### config.mk
export PLATFORM = sky130hd
export DESIGN_NAME = bmd_calc
export DESIGN_NICKNAME = d
export VERILOG_FILES = /design/src/rtl/bmd_pkg.sv /design/src/rtl/bmd_calc.sv
export SDC_FILE = /design/constraint.sdc
export NUM_CORES = 1
export LEC_CHECK = 0
export BUFFER_PORTS_ARGS = -buffer_cell sky130_fd_sc_hd__buf_2
export CAP_MARGIN = 20
export CORE_ASPECT_RATIO = 0.5
export CORE_MARGIN = 1
export CORE_UTILIZATION = 56
export DETAILED_ROUTE_END_ITERATION = 12
export GPL_TIMING_DRIVEN = 0
export PLACE_DENSITY = 0.75
export SETUP_SLACK_MARGIN = 0.4
export SLEW_MARGIN = 5
export SYNTH_ARGS = -nofsm -noshare
export SYNTH_HDL_FRONTEND = slang
export SYNTH_SLANG_ARGS = --single-unit
export TNS_END_PERCENT = 20
### constraint.sdc
create_clock -name clk -period 20.7 [get_ports clk]
set_input_delay 4.14 -clock clk [delete_from_list [all_inputs] [get_ports clk]]
set_output_delay 4.14 -clock clk [all_outputs]
set_load 0.01 [all_outputs]
### src/rtl/bmd_pkg.sv
`default_nettype none

package bmd_pkg;

  // Geometry
  localparam int MAX_SIDE  = 1024;
  localparam int SIDE_W    = 11;
  localparam int POS_W     = $clog2(MAX_SIDE);
  localparam int OUT_POS_W = POS_W - 1;
  localparam int SAMPLE_W  = 16;

  // Line buffer word holds {two rows up, one row up}
  localparam int LINE_W    = 2 * SAMPLE_W;

  // Nine-term window sum and divide by nine as a reciprocal multiply
  localparam int SUM_W      = SAMPLE_W + 4;
  localparam int DIV9_SHIFT = 23;
  localparam logic [SUM_W-1:0] DIV9_RECIP = SUM_W'(((1 << DIV9_SHIFT) + 8) / 9);
  localparam logic [SUM_W-1:0] ROUND_BIAS = SUM_W'(4);

  localparam logic [SIDE_W-1:0] SIDE_RESET = SIDE_W'(MAX_SIDE);

  // Position and window flags of one beat
  typedef struct packed {
    logic [POS_W-1:0]     col;
    logic                 row_ge1;
    logic                 row_ge2;
    logic                 col_ge1;
    logic                 col_ge2;
    logic                 emit;
    logic                 drop_top;
    logic                 drop_left;
    logic [OUT_POS_W-1:0] out_row;
    logic [OUT_POS_W-1:0] out_col;
    logic                 frame_last;
  } pos_info_t;

endpackage

`default_nettype wire

### src/rtl/bmd_calc.sv
`default_nettype none

module bmd_calc (
  input  wire logic                          clk,
  input  wire logic                          advance,
  input  wire bmd_pkg::pos_info_t            info,
  input  wire logic [bmd_pkg::SAMPLE_W-1:0]  sample,
  input  wire logic [bmd_pkg::LINE_W-1:0]    line_word,
  output      logic [bmd_pkg::SAMPLE_W-1:0]  mean_value
);

  import bmd_pkg::*;

  // win[0..2]: previous column, win[3..5]: column before that (top to bottom)
  logic [SAMPLE_W-1:0]  win [6];
  logic [SAMPLE_W-1:0]  cur [3];
  logic [SAMPLE_W-1:0]  p0 [3];
  logic [SAMPLE_W-1:0]  p1 [3];
  logic [SUM_W-1:0]     row_sum [3];
  logic [SUM_W-1:0]     sum;
  logic [2*SUM_W-1:0]   prod;

  // Current column from the line buffer, masked above the image
  assign cur[0] = info.row_ge2 ? line_word[LINE_W-1:SAMPLE_W] : '0;
  assign cur[1] = info.row_ge1 ? line_word[SAMPLE_W-1:0] : '0;
  assign cur[2] = sample;

  // Earlier columns, masked left of the image
  always_comb begin
    for (int k = 0; k < 3; k++) begin
      p0[k] = info.col_ge1 ? win[k] : '0;
      p1[k] = info.col_ge2 ? win[3+k] : '0;
      row_sum[k] = SUM_W'(cur[k]) + SUM_W'(p0[k])
                 + (info.drop_left ? '0 : SUM_W'(p1[k]));
    end
  end

  // Sum and round(sum / 9) via reciprocal multiply
  assign sum  = (info.drop_top ? '0 : row_sum[0]) + row_sum[1] + row_sum[2];
  assign prod = (2*SUM_W)'(sum + ROUND_BIAS) * (2*SUM_W)'(DIV9_RECIP);
  assign mean_value = prod[DIV9_SHIFT +: SAMPLE_W];

  // Shift the window by one column per beat
  always_ff @(posedge clk) begin
    if (advance) begin
      for (int k = 0; k < 3; k++) begin
        win[3+k] <= p0[k];
        win[k]   <= cur[k];
      end
    end
  end

endmodule

`default_nettype wire

==> summary.md <==
| Metric | Value |
|---|---|
| Status | `completed` |
| Area leader, netlist | `fa_1` |
| Slew HR | `52.9%` |
| Startpoint types | `input pin` |
| Vias in the first global route | `8975` |
| Final setup vio count | `0` |
| Layout cells sized above 1 | `7.62%` |
| Post-synthesis average cell area | `10.0 um^2` |
| I/O Pins | `102` |
| RSZ-0062 raised after global routing | `false` |
| Dpl hpwl | `22.8 mm` |
| Post-Route WL | `26.6 mm` |
| Area of the multi-input gates | `0.00880 mm^2` |
| HP Start | `win[2][7]` |
| Max-slew violations | `0` |
| Area Overhead vs Synth | `8.18%` |
| Vias | `8767` |
| Drt pass-1 iters | `5` |
| Num CTS Buffers | `9` |
| Reg-to-Reg Start | `win[2][2]` |
| TNS Setup | `0 ps` |
| Worst hold path type | `reg2reg` |
| Total grt overflow | `0` |
| Initial antenna violation count | `0` |
| Util after Layout | `61.9%` |
| H-tree depth | `3` |
| Data required time of the worst path | `16560 ps` |
| Largest Register | `win` |
| Synth async-reset ratio | `0%` |
| Post-cts hold buffer count | `0` |
| Critical path arrival | `15420 ps` |
| Register area | `0.00288 mm^2` |
| Most frequent CP cell | `fa_1` |
| Largest net degree at the start of global routing | `61` |
| Drt drc | `0` |
| RePlAce Congestion | `0.897` |
| First-pass GRT wire length | `44.0 mm` |
| Crit. End Element | `output port` |
| Root Buffer | `clkbuf_16` |
| Fin. Hold Viols | `0` |
| Number of diodes | `0` |
| Synth top area cells | `fa_1, edfxtp_1, ha_1` |
| Worst-Skew Late Latency | `350 ps` |
| Nets | `1837` |
| CTS sink cnt | `96` |
| Core Rows | `39` |
| Port Buffers | `69` |
| Net Count, Synth | `1756` |
| Max Cap Viol | `0` |
| Hold slack | `552 ps` |
| Crit path largest cell delay | `570 ps` |
| Sequential area share after synthesis | `22.0%` |
| TritonCTS clock tree | `done` |
| Synth Register Bits | `96` |
| Netlist cell types | `60` |
| Synthesized instance count | `1305` |
| Post-synth EDFFs | `96` |
| Mapped cell area | `0.0131 mm^2` |
| First DRT Iteration DRCs | `554` |
| Starting Density | `57.2%` |
| GRT Total Usage | `23.8%` |
| Clock Skew | `7.83 ps` |
| Crit path max-delay cell type | `fa_1` |
| Worst-path clk slew | `70 ps` |
| Yosys warning count | `0` |
| Vias/cell | `5.16` |
| CP Max Fanout | `10` |
| Kind of critical path | `in2out` |
| Worst Setup SP | `info[19]` |
| Crit share post-route | `94.5%` |
| Avg WL per Cell | `15.7 um` |
| Measured slew at the worst slew-check pin | `707 ps` |
| Max reg flops | `96` |
| Synth cell count leaders | `inv_1, fa_1, ha_1, nand2_1, edfxtp_1` |
| Fmax | `51.1 MHz` |
| Width of the die | `218 um` |
| FILL cells | `1873` |
| Die footprint | `0.0240 mm^2` |
| Die Span Y | `110 um` |
| Post-route ant nets | `0` |
| Top-count cell post-synth | `inv_1` |
| Synth top area share | `28.7%` |
| CORE AREA | `0.0229 mm^2` |
| Largest registers | `win (96)` |
| Ys flop type | `edfxtp_1` |
| Final min period | `19560 ps` |
| CTS max path bufs | `2` |
[cells by family (layout without fill, tap and decap cells)]
group                    after synthesis  after routing  synth area share, %
flip-flops                            96             96                 22.0
buffers and inverters                378            464                 10.8
XOR/XNOR                              50             50                 3.45
AND/OR/NAND/NOR                      263            263                 10.1
multiplexers                           1              1               0.0764
adder cells (fa/ha/maj)              365            365                 45.7
AO/OA/AOI/OAI                        152            152                 7.88
[routing by layer]
layer  track usage, %  wire length (um)
met5                0                 0
met4             4.65               320
met3             3.46              1180
met2             40.7             12500
met1             32.8             12700
[final timing paths]
kind	to	cells after the start	slack, ps
max	mean_value[12]	42	1140
min	win[5][7]	2	550
max reg2reg	win[5][2]	1	19870
min reg2reg	win[5][7]	2	550
[layout make-up]
cell class                      count  share of cell area [%]
Buffer                             19                   0.539
Timing Repair Buffer               70                    2.65
Sequential cell                    96                    20.4
Clock inverter                      7                   0.486
Multi-Input combinational cell    831                    62.2
Clock buffer                        9                    1.59
Inverter                          359                    9.51
Tap cell                          307                    2.71
[cell usage in the layout (no fill, tap or decap), drive strengths merged, types with 4 or more instances in the layout]
cell,Yosys,final
inv,359,361
a31oi,4,4
xnor2,31,31
o31ai,4,4
nor2,35,35
nand2b,11,11
a21o,18,18
nand3,14,14
o21a,4,4
fa,188,188
and3,9,9
a21oi,46,46
edfxtp,96,96
nand2,99,99
nor3,15,15
nand4,5,5
xor2,18,18
buf,1,71
o21ai,29,29
o21bai,12,12
clkbuf,18,27
ha,177,177
a211oi,12,12
and2,58,58
[through the flow]
step / area, um^2 / worst slack (ps) / cells
after global routing: 14200 / 463 / 1698
after detailed placement: 13900 / 334 / 1682
after global placement: 13800 / 458 / 1681
after floorplan: 13100 / 2400 / 1305
after CTS: 14100 / 538 / 1698
final: 14200 / 1140 / 1698
[worst max-delay path: cells and delay by family]
kind | cells | cell delay, ps
adder cells (fa/ha/maj) | 12 | 5370
AO/OA/AOI/OAI | 11 | 2580
AND/OR/NAND/NOR | 7 | 1670
buffers and inverters | 10 | 1230
XOR/XNOR | 2 | 410
[timing repair]
action | CTS | global route
pin swaps | 0 | 0
buffers inserted | 0 | 0
endpoints found under the setup margin | 2 | 8
resized for setup | 1 | 6
Power is not shown: default switching activity piles up to over one toggle a cycle in this logic, so the estimate is an artifact.
