[config.mk]
export PLATFORM = sky130hd
export DESIGN_NAME = bmd_pos
export DESIGN_NICKNAME = d
export VERILOG_FILES = /design/src/rtl/bmd_pkg.sv /design/src/rtl/bmd_pos.sv
export SDC_FILE = /design/constraint.sdc
export NUM_CORES = 1
export LEC_CHECK = 0
export BUFFER_PORTS_ARGS = -buffer_cell sky130_fd_sc_hd__buf_2
export CAP_MARGIN = 40
export CORE_ASPECT_RATIO = 0.8
export CORE_MARGIN = 4
export CORE_UTILIZATION = 40
export DETAILED_ROUTE_END_ITERATION = 6
export PLACE_DENSITY_LB_ADDON = 0.08
export RECOVER_POWER = 25
export SKIP_LAST_GASP = 1
export SYNTH_ARGS = -nofsm -noshare
export SYNTH_HDL_FRONTEND = slang
export SYNTH_SLANG_ARGS = --single-unit
[constraint.sdc]
create_clock -name clk -period 9.15 [get_ports clk]
set_input_delay 1.83 -clock clk [delete_from_list [all_inputs] [get_ports clk]]
set_output_delay 1.83 -clock clk [all_outputs]
set_load 0.03 [all_outputs]
[src/rtl/bmd_pkg.sv]
`default_nettype none

package bmd_pkg;

  // Geometry
  localparam int MAX_SIDE  = 1024;
  localparam int SIDE_W    = 11;
  localparam int POS_W     = $clog2(MAX_SIDE);
  localparam int OUT_POS_W = POS_W - 1;
  localparam int SAMPLE_W  = 16;

  // Line buffer word holds {two rows up, one row up}
  localparam int LINE_W    = 2 * SAMPLE_W;

  // Nine-term window sum and divide by nine as a reciprocal multiply
  localparam int SUM_W      = SAMPLE_W + 4;
  localparam int DIV9_SHIFT = 23;
  localparam logic [SUM_W-1:0] DIV9_RECIP = SUM_W'(((1 << DIV9_SHIFT) + 8) / 9);
  localparam logic [SUM_W-1:0] ROUND_BIAS = SUM_W'(4);

  localparam logic [SIDE_W-1:0] SIDE_RESET = SIDE_W'(MAX_SIDE);

  // Position and window flags of one beat
  typedef struct packed {
    logic [POS_W-1:0]     col;
    logic                 row_ge1;
    logic                 row_ge2;
    logic                 col_ge1;
    logic                 col_ge2;
    logic                 emit;
    logic                 drop_top;
    logic                 drop_left;
    logic [OUT_POS_W-1:0] out_row;
    logic [OUT_POS_W-1:0] out_col;
    logic                 frame_last;
  } pos_info_t;

endpackage

`default_nettype wire

[src/rtl/bmd_pos.sv]
`default_nettype none

module bmd_pos (
  input  wire logic                        clk,
  input  wire logic                        rst,
  input  wire logic                        cfg_wr_en,
  input  wire logic [bmd_pkg::SIDE_W-1:0]  cfg_wr_data,
  input  wire logic                        advance,
  output      bmd_pkg::pos_info_t          info
);

  import bmd_pkg::*;

  logic [SIDE_W-1:0] side;
  logic [POS_W-1:0]  row;
  logic [POS_W-1:0]  col;
  logic [SIDE_W-1:0] side_m1;
  logic [POS_W-1:0]  last_idx;
  logic              row_last;
  logic              col_last;

  // Last valid index of the clamped side
  always_comb begin
    side_m1 = side - SIDE_W'(1);
    if (side == '0) begin
      last_idx = '0;
    end else if (side > SIDE_W'(MAX_SIDE)) begin
      last_idx = POS_W'(MAX_SIDE - 1);
    end else begin
      last_idx = side_m1[POS_W-1:0];
    end
  end

  assign row_last = (row == last_idx);
  assign col_last = (col == last_idx);

  // Flags for the beat at the current raster position
  always_comb begin
    info.col        = col;
    info.row_ge1    = (row != '0);
    info.row_ge2    = (row[POS_W-1:1] != '0);
    info.col_ge1    = (col != '0);
    info.col_ge2    = (col[POS_W-1:1] != '0);
    info.emit       = (row[0] || row_last) && (col[0] || col_last);
    info.drop_top   = !row[0];
    info.drop_left  = !col[0];
    info.out_row    = row[POS_W-1:1];
    info.out_col    = col[POS_W-1:1];
    info.frame_last = row_last && col_last;
  end

  // Side register and raster counters; a side write restarts the frame
  always_ff @(posedge clk) begin
    if (rst) begin
      side <= SIDE_RESET;
      row  <= '0;
      col  <= '0;
    end else if (cfg_wr_en) begin
      side <= cfg_wr_data;
      row  <= '0;
      col  <= '0;
    end else if (advance) begin
      if (col_last) begin
        col <= '0;
        row <= row_last ? '0 : row + POS_W'(1);
      end else begin
        col <= col + POS_W'(1);
      end
    end
  end

endmodule

`default_nettype wire

==> reports/results.ini, run 1 <==
[synth]
ys_seq_area_share_pct = 24.08
syn_avg_cell_area_um2 = 7.811
ys_ff_latch = 31
syn_inst = 330
synthesis.nets = 350
ys_warn_count = 0
netlist_area_um2 = 2577
synth_cell_types = 68
synth-edff-count = 0
ys.flop_type = dfxtp_1
synth-async-reset-ratio_pct = 0

[worst_hold_path]
holdPathStages = 2
hp-class = reg -> reg

[run_status]
status = completed

[placed_design]
dpl.hpwl_um = 5576
numPortBuffers = 50
pre_cts_ws_ns = 4.077
dp.cells = 422
gp_congestion = 0.9273

[clock_network]
cts_sinks = 31
htree_levels = 2
post_cts_buffers = 0
clkLatencyLatePin_ns = 0.29
clk_pin_slew_ns = 0.07
cts_tree = built
post_cts_resized = 0
hold_buffers = 0
cts_buffer_depth = 2
cts_buffers = 5
clock_tree.root_cell = clkbuf_8

[timing]
rsz0062_at_grt = false
hold_viol_final = 0
whs_ns = 0.5382
worst_pin_slew_ns = 0.9575
slew_viol_final = 0
timing.final.crit_period_ns = 5.437
setup_tns_ns = 0
fin_crit_sh_pct = 59.42
fin_skew_ns = 0.007648
setup_viol = 0
fin_ws_ns = 3.713
max_freq_mhz = 183.9
relSlewSlack_pct = 36.17

[global_route]
grt_pass1_vias = 2267
groute.layer.met1.usage_pct = 28.43
met2_usage_pct = 27.98
grt_pass1_wl_um = 12190
antenna_found_initial = 0
track_usage_pct = 19.35
grt.busiest_layer = met1
grt_use_met3_pct = 4.279
grt_max_degree = 16
grt.overflow.total = 0

[routing]
drcViolationCount = 0
ant_nets = 0
vias = 2498
drt_iter0_markers = 174
routedWlPerCell_um = 17.23
wl_um = 7409
drtPass1Iterations = 4
via_per_inst = 5.809

[power]
power_leakage_nw = 1.130
powerDensity_nw_per_um2 = 125.0
peakVddDrop_v = 0.00007056

[final_layout]
fill_cells = 641
drive_gt1_share_pct = 19.20
fin_nets = 368
areaGrowthSynthToFinish_pct = 8.835
finalNonFillerCells = 430
antenna_cells = 0

[critical_path]
startpoint_type = flip-flop
crit_arrival_ns = 3.61
reg2regPathDepth = 10
crit_path_end_kind = primary output
crit_fanout = 8
critPathKind = reg -> out
crit_required_ns = 7.32

[floorplanning]
die_area_um2 = 7800
die_w_um = 97.75
core_area_um2 = 6068
die_y_um = 79.80
start_util_pct = 42.47
rows = 25
io_pins = 51

[flow_run]
cap_violations = 0

==> state kept, by name, summed over array words and instances, names as in the netlist <==
register  count
side         11
row          10
col          10
==> critical path: stages, from the launching register on <==
cell and delay [ns]:
dfxtp_1 0.36, inv_1 0.12, ha_1 0.27, nor3b_1 0.65, nand2_1 0.11, nor4_1 0.60, nor3_1 0.13, a2111oi_2 0.39
nand3_2 0.24, a22oi_1 0.23, buf_2 0.22
==> path summary, 6_finish.rpt <==
check / from / end / slack, ns
worst max-delay path: side[0] / info[21] / 3.71
worst min-delay path: row[8] / row[8] / 0.54
worst max register to register: side[0] / row[7] / 5.70
worst min register to register: row[8] / row[8] / 0.54
==> report_power, final <==
part           internal (W)  switching (W)
logic             0.0000295      0.0000507
clock network     0.0000687      0.0000564
registers          0.000138     0.00000728
total              0.000236       0.000114
==> cell usage after synthesis (3+ instances only) <==
library cell  count  share of area (%)
nor2_1           34                5.0
dfxtp_1          31                 24
nand2_1          21                3.1
buf_4            18                5.2
clkbuf_1         18                2.6
inv_1            18                2.6
nand3_1          18                3.5
nand4_1          14                3.4
xnor2_1          13                4.4
a21oi_1          12                2.3
mux2i_1          11                4.3
nor4_1           10                2.4
and3_1            9                2.2
o21ai_0           7                1.4
xor2_1            7                2.4
a31oi_1           6                1.5
ha_1              5                2.4
nor3_1            5               0.97
or3_1             4               0.97
a211oi_1          3               0.87
nand4b_1          3                1.0
nor2b_1           3               0.73
==> metal layers <==
metal / vias up / wire length, µm
li1: 1228 / -
met1: 1163 / 3629
met2: 99 / 3134
met3: 8 / 577
met4: 0 / 69
met5: - / 0
==> metrics by stage <==
stage	cell area (µm²)	total power, W	util (%)
after floorplan	2577	0.0002088	-
after global placement	2698	0.0002272	44.45
after detailed placement	2713	0.0002272	44.70
after CTS	2813	0.0003530	46.35
after global routing	2805	0.0003697	46.23
final	2805	0.0003507	46.23
==> kinds of logic after synthesis <==
| group | after synthesis | synth area share (%) |
|---|---|---|
| xor gates and xnor gates | 20 | 6.796 |
| muxes | 11 | 4.272 |
| adders and majority gates | 6 | 2.816 |
| DFF | 31 | 24.08 |
| and+or+nand+nor | 139 | 30.92 |
| AOI/OAI and AO/OA | 64 | 19.23 |
| buffers and inverters | 59 | 11.89 |
==> area by class of cell <==
cell class | instances | area (µm²) | share of cell area (%)
Sequential cell | 31 | 620.6 | 22.12
Tap cell | 81 | 101.3 | 3.613
Clock buffer | 8 | 100.1 | 3.568
Timing Repair Buffer | 52 | 265.3 | 9.456
Multi-Input combinational cell | 240 | 1650 | 58.83
Inverter | 18 | 67.56 | 2.409
==> placed cells by master, fill, tap and decap left out, types with 9 or more instances in the layout <==
cell type  synthesis  final
mux2i_1           11     11
nand2_1           21     21
xnor2_1           13     13
nor4_1            10     10
nor2_1            34     34
nand4_1           14     14
and3_1             9      9
nand3_1           18     18
a21oi_1           12     12
dfxtp_1           31     31
inv_1             18     18
buf_2              2     44
No activity file was read; power rests on OpenSTA's default activity.
==> run 2, diff against run 1 <==
==> constraint.sdc (replaced) <==
create_clock -name clk -period 4.8 [get_ports clk]
set_input_delay 0.96 -clock clk [delete_from_list [all_inputs] [get_ports clk]]
set_output_delay 0.96 -clock clk [all_outputs]
set_load 0.03 [all_outputs]
==> run 2 against run 1 <==
Compared with the run above: final cell count is 0.23% higher; wire length is 1.6% higher; design area shrank 0.67%; critical path type unchanged; largest cell class unchanged.
==> reports/results.ini, run 2 (synthesized netlist as in run 1, its figures left out) <==
[run_status]
status = completed

[final_layout]
fin_nets = 369
regMostFlops = side
finalNonFillerCells = 431
postLayoutCellArea_um2 = 2786
areaGrowthSynthToFinish_pct = 8.107
final_cell_mix = buf_2, nor2_1, dfxtp_1
antenna_cells = 0
fill_cells = 625
reg_top3 = side (11), col (10), row (10)
final_common_cell = buf_2
drive_gt1_share_pct = 19.14
largest_reg_flops = 11
seqCellArea_um2 = 620.6
multi_input_area_um2 = 1650

[floorplanning]
die_y_um = 79.80
die_area_um2 = 7800
core_area_um2 = 6068
rows = 25
die_w_um = 97.75
io_pins = 51
start_util_pct = 42.47

[global_route]
grt_max_degree = 25
antenna_found_initial = 0
grt_pass1_wl_um = 11720
grt.overflow.total = 0
grt_pass1_vias = 2138
track_usage_pct = 19.04

[power]
pwr-share-comb_pct = 24.5
p_sw_share_pct = 33.73
powerDensity_nw_per_um2 = 228.1
p_int_w = 0.0004212
clkPwrFrac_pct = 32.2
peakVddDrop_v = 0.0001306
seq_power_share_pct = 43.3
power.switching_w = 0.0002144
power_leakage_nw = 1.123

[worst_hold_path]
hp-class = reg -> reg
worstHoldStart = row[8]
holdPathStages = 2
holdPathEnd = row[8]

[routing]
routed-wl-met3_um = 592
vias = 2532
routed.top_layer = met4
routedWlPerCell_um = 17.47
drcViolationCount = 0
wl_met1_um = 3705
via_per_inst = 5.875
dr_wl_met2_um = 3114
ant_nets = 0
wl_um = 7529
drtPass1Iterations = 5
drt_iter0_markers = 190

[timing]
hold_viol_final = 0
setup_tns_ns = 0
rsz0062_at_grt = false
fin_ws_ns = 0.3121
max_freq_mhz = 222.8
timing.final.crit_period_ns = 4.488
fin_crit_sh_pct = 93.50
fin_skew_ns = 0.004077
relSlewSlack_pct = 36.88
setup_viol = 0
worst_pin_slew_ns = 0.9468
slew_viol_final = 0

[critical_path]
reg2regPathDepth = 10
rr_startpoint = side[0]
cp_cell_sequence = inv_1 > ha_1 > nor3b_1 > nand4_1 > a2bb2oi_1 > o221ai_1 > nor4_4 > nand4_1 > nor2_1 > buf_2
startpoint_type = flip-flop
r2r_end = row[7]
crit_path_end_kind = primary output
cpMostUsedCell = nand4_1
crit_path_max_incr_delay_ns = 0.63
r2r_slack_ns = 1.38
critPathKind = reg -> out
crit_required_ns = 3.84
crit_slowest_cell = nor3b_1
crit_fanout = 6
crit_arrival_ns = 3.53

[clock_network]
cts_tree = built
cts_buffer_depth = 2
post_cts_resized = 0
clkLatencyLatePin_ns = 0.29
cts_sinks = 31
post_cts_buffers = 0
clock_tree.root_cell = clkbuf_8
cts_buffers = 5
clk_pin_slew_ns = 0.07
htree_levels = 2
hold_buffers = 0

[placed_design]
gp_congestion = 0.9315
numPortBuffers = 50
pre_cts_ws_ns = 0.7389
dp.cells = 423
place_area_um2 = 2713
dpl.hpwl_um = 5605

[flow_run]
cap_violations = 0

run 2: cell types whose count changed in the layout (fill, tap and decap cells not counted):
cell / previous run / this run
buf_4: 1 / 3
buf_8: 1 / 0
clkbuf_1: 7 / 8
clkbuf_8: 7 / 5
clkinv_2: 0 / 1
run 2: final cells by class:
type	instances	share of cell area (%)
clock inverter	1	0.1796
timing repair buffer	53	9.520
sequential	31	22.27
multi-input combinational	240	59.23
tap	81	3.637
inverter	18	2.425
clock buffer	7	2.739
run 2: worst max-delay path by stage:
stage            start  endpoint  slack, ns
2_1_floorplan  side[3]  info[21]       0.72
3_3_place_gp   side[0]  info[21]       0.79
3_5_place_dp   side[0]  info[21]       0.74
4_1_cts        side[0]  info[21]       0.41
5_1_grt        side[0]  info[21]       0.04
6_report       side[0]   info[0]       0.31
run 2: power groups by stage:
stage	clock network, W	logic [W]	registers [W]
5_1_grt	0.000223	0.000167	0.000276
3_3_place_gp	0	0.000155	0.000281
2_1_floorplan	0	0.000125	0.000273
3_5_place_dp	0	0.000152	0.000281
6_report	0.000205	0.000156	0.000275
4_1_cts	0.000213	0.000153	0.000275
run 2: per-layer routing:
metal | global-route usage [%] | vias to the layer above
li1 | - | 1230
met3 | 4.803 | 12
met4 | 6.362 | 0
met2 | 27.56 | 118
met5 | 0 | -
met1 | 27.29 | 1172
run 2: stage by stage:
step | total power (W) | hold WS [ns] | util (%)
2_1_floorplan | 0.0003980 | 0.4856 | -
3_3_place_gp | 0.0004354 | 0.5255 | 44.70
3_5_place_dp | 0.0004327 | 0.5132 | 44.70
4_1_cts | 0.0006406 | 0.5253 | 46.04
5_1_grt | 0.0006658 | 0.5583 | 45.92
6_report | 0.0006355 | 0.5355 | 45.92
run 2: critical path, delay by kind of cell (launching register included):
family	cells	cell delay (ns)
fa+ha+maj	1	0.26
simple gates	5	1.85
flops	1	0.35
compound gates	2	0.42
buf+inv	2	0.33
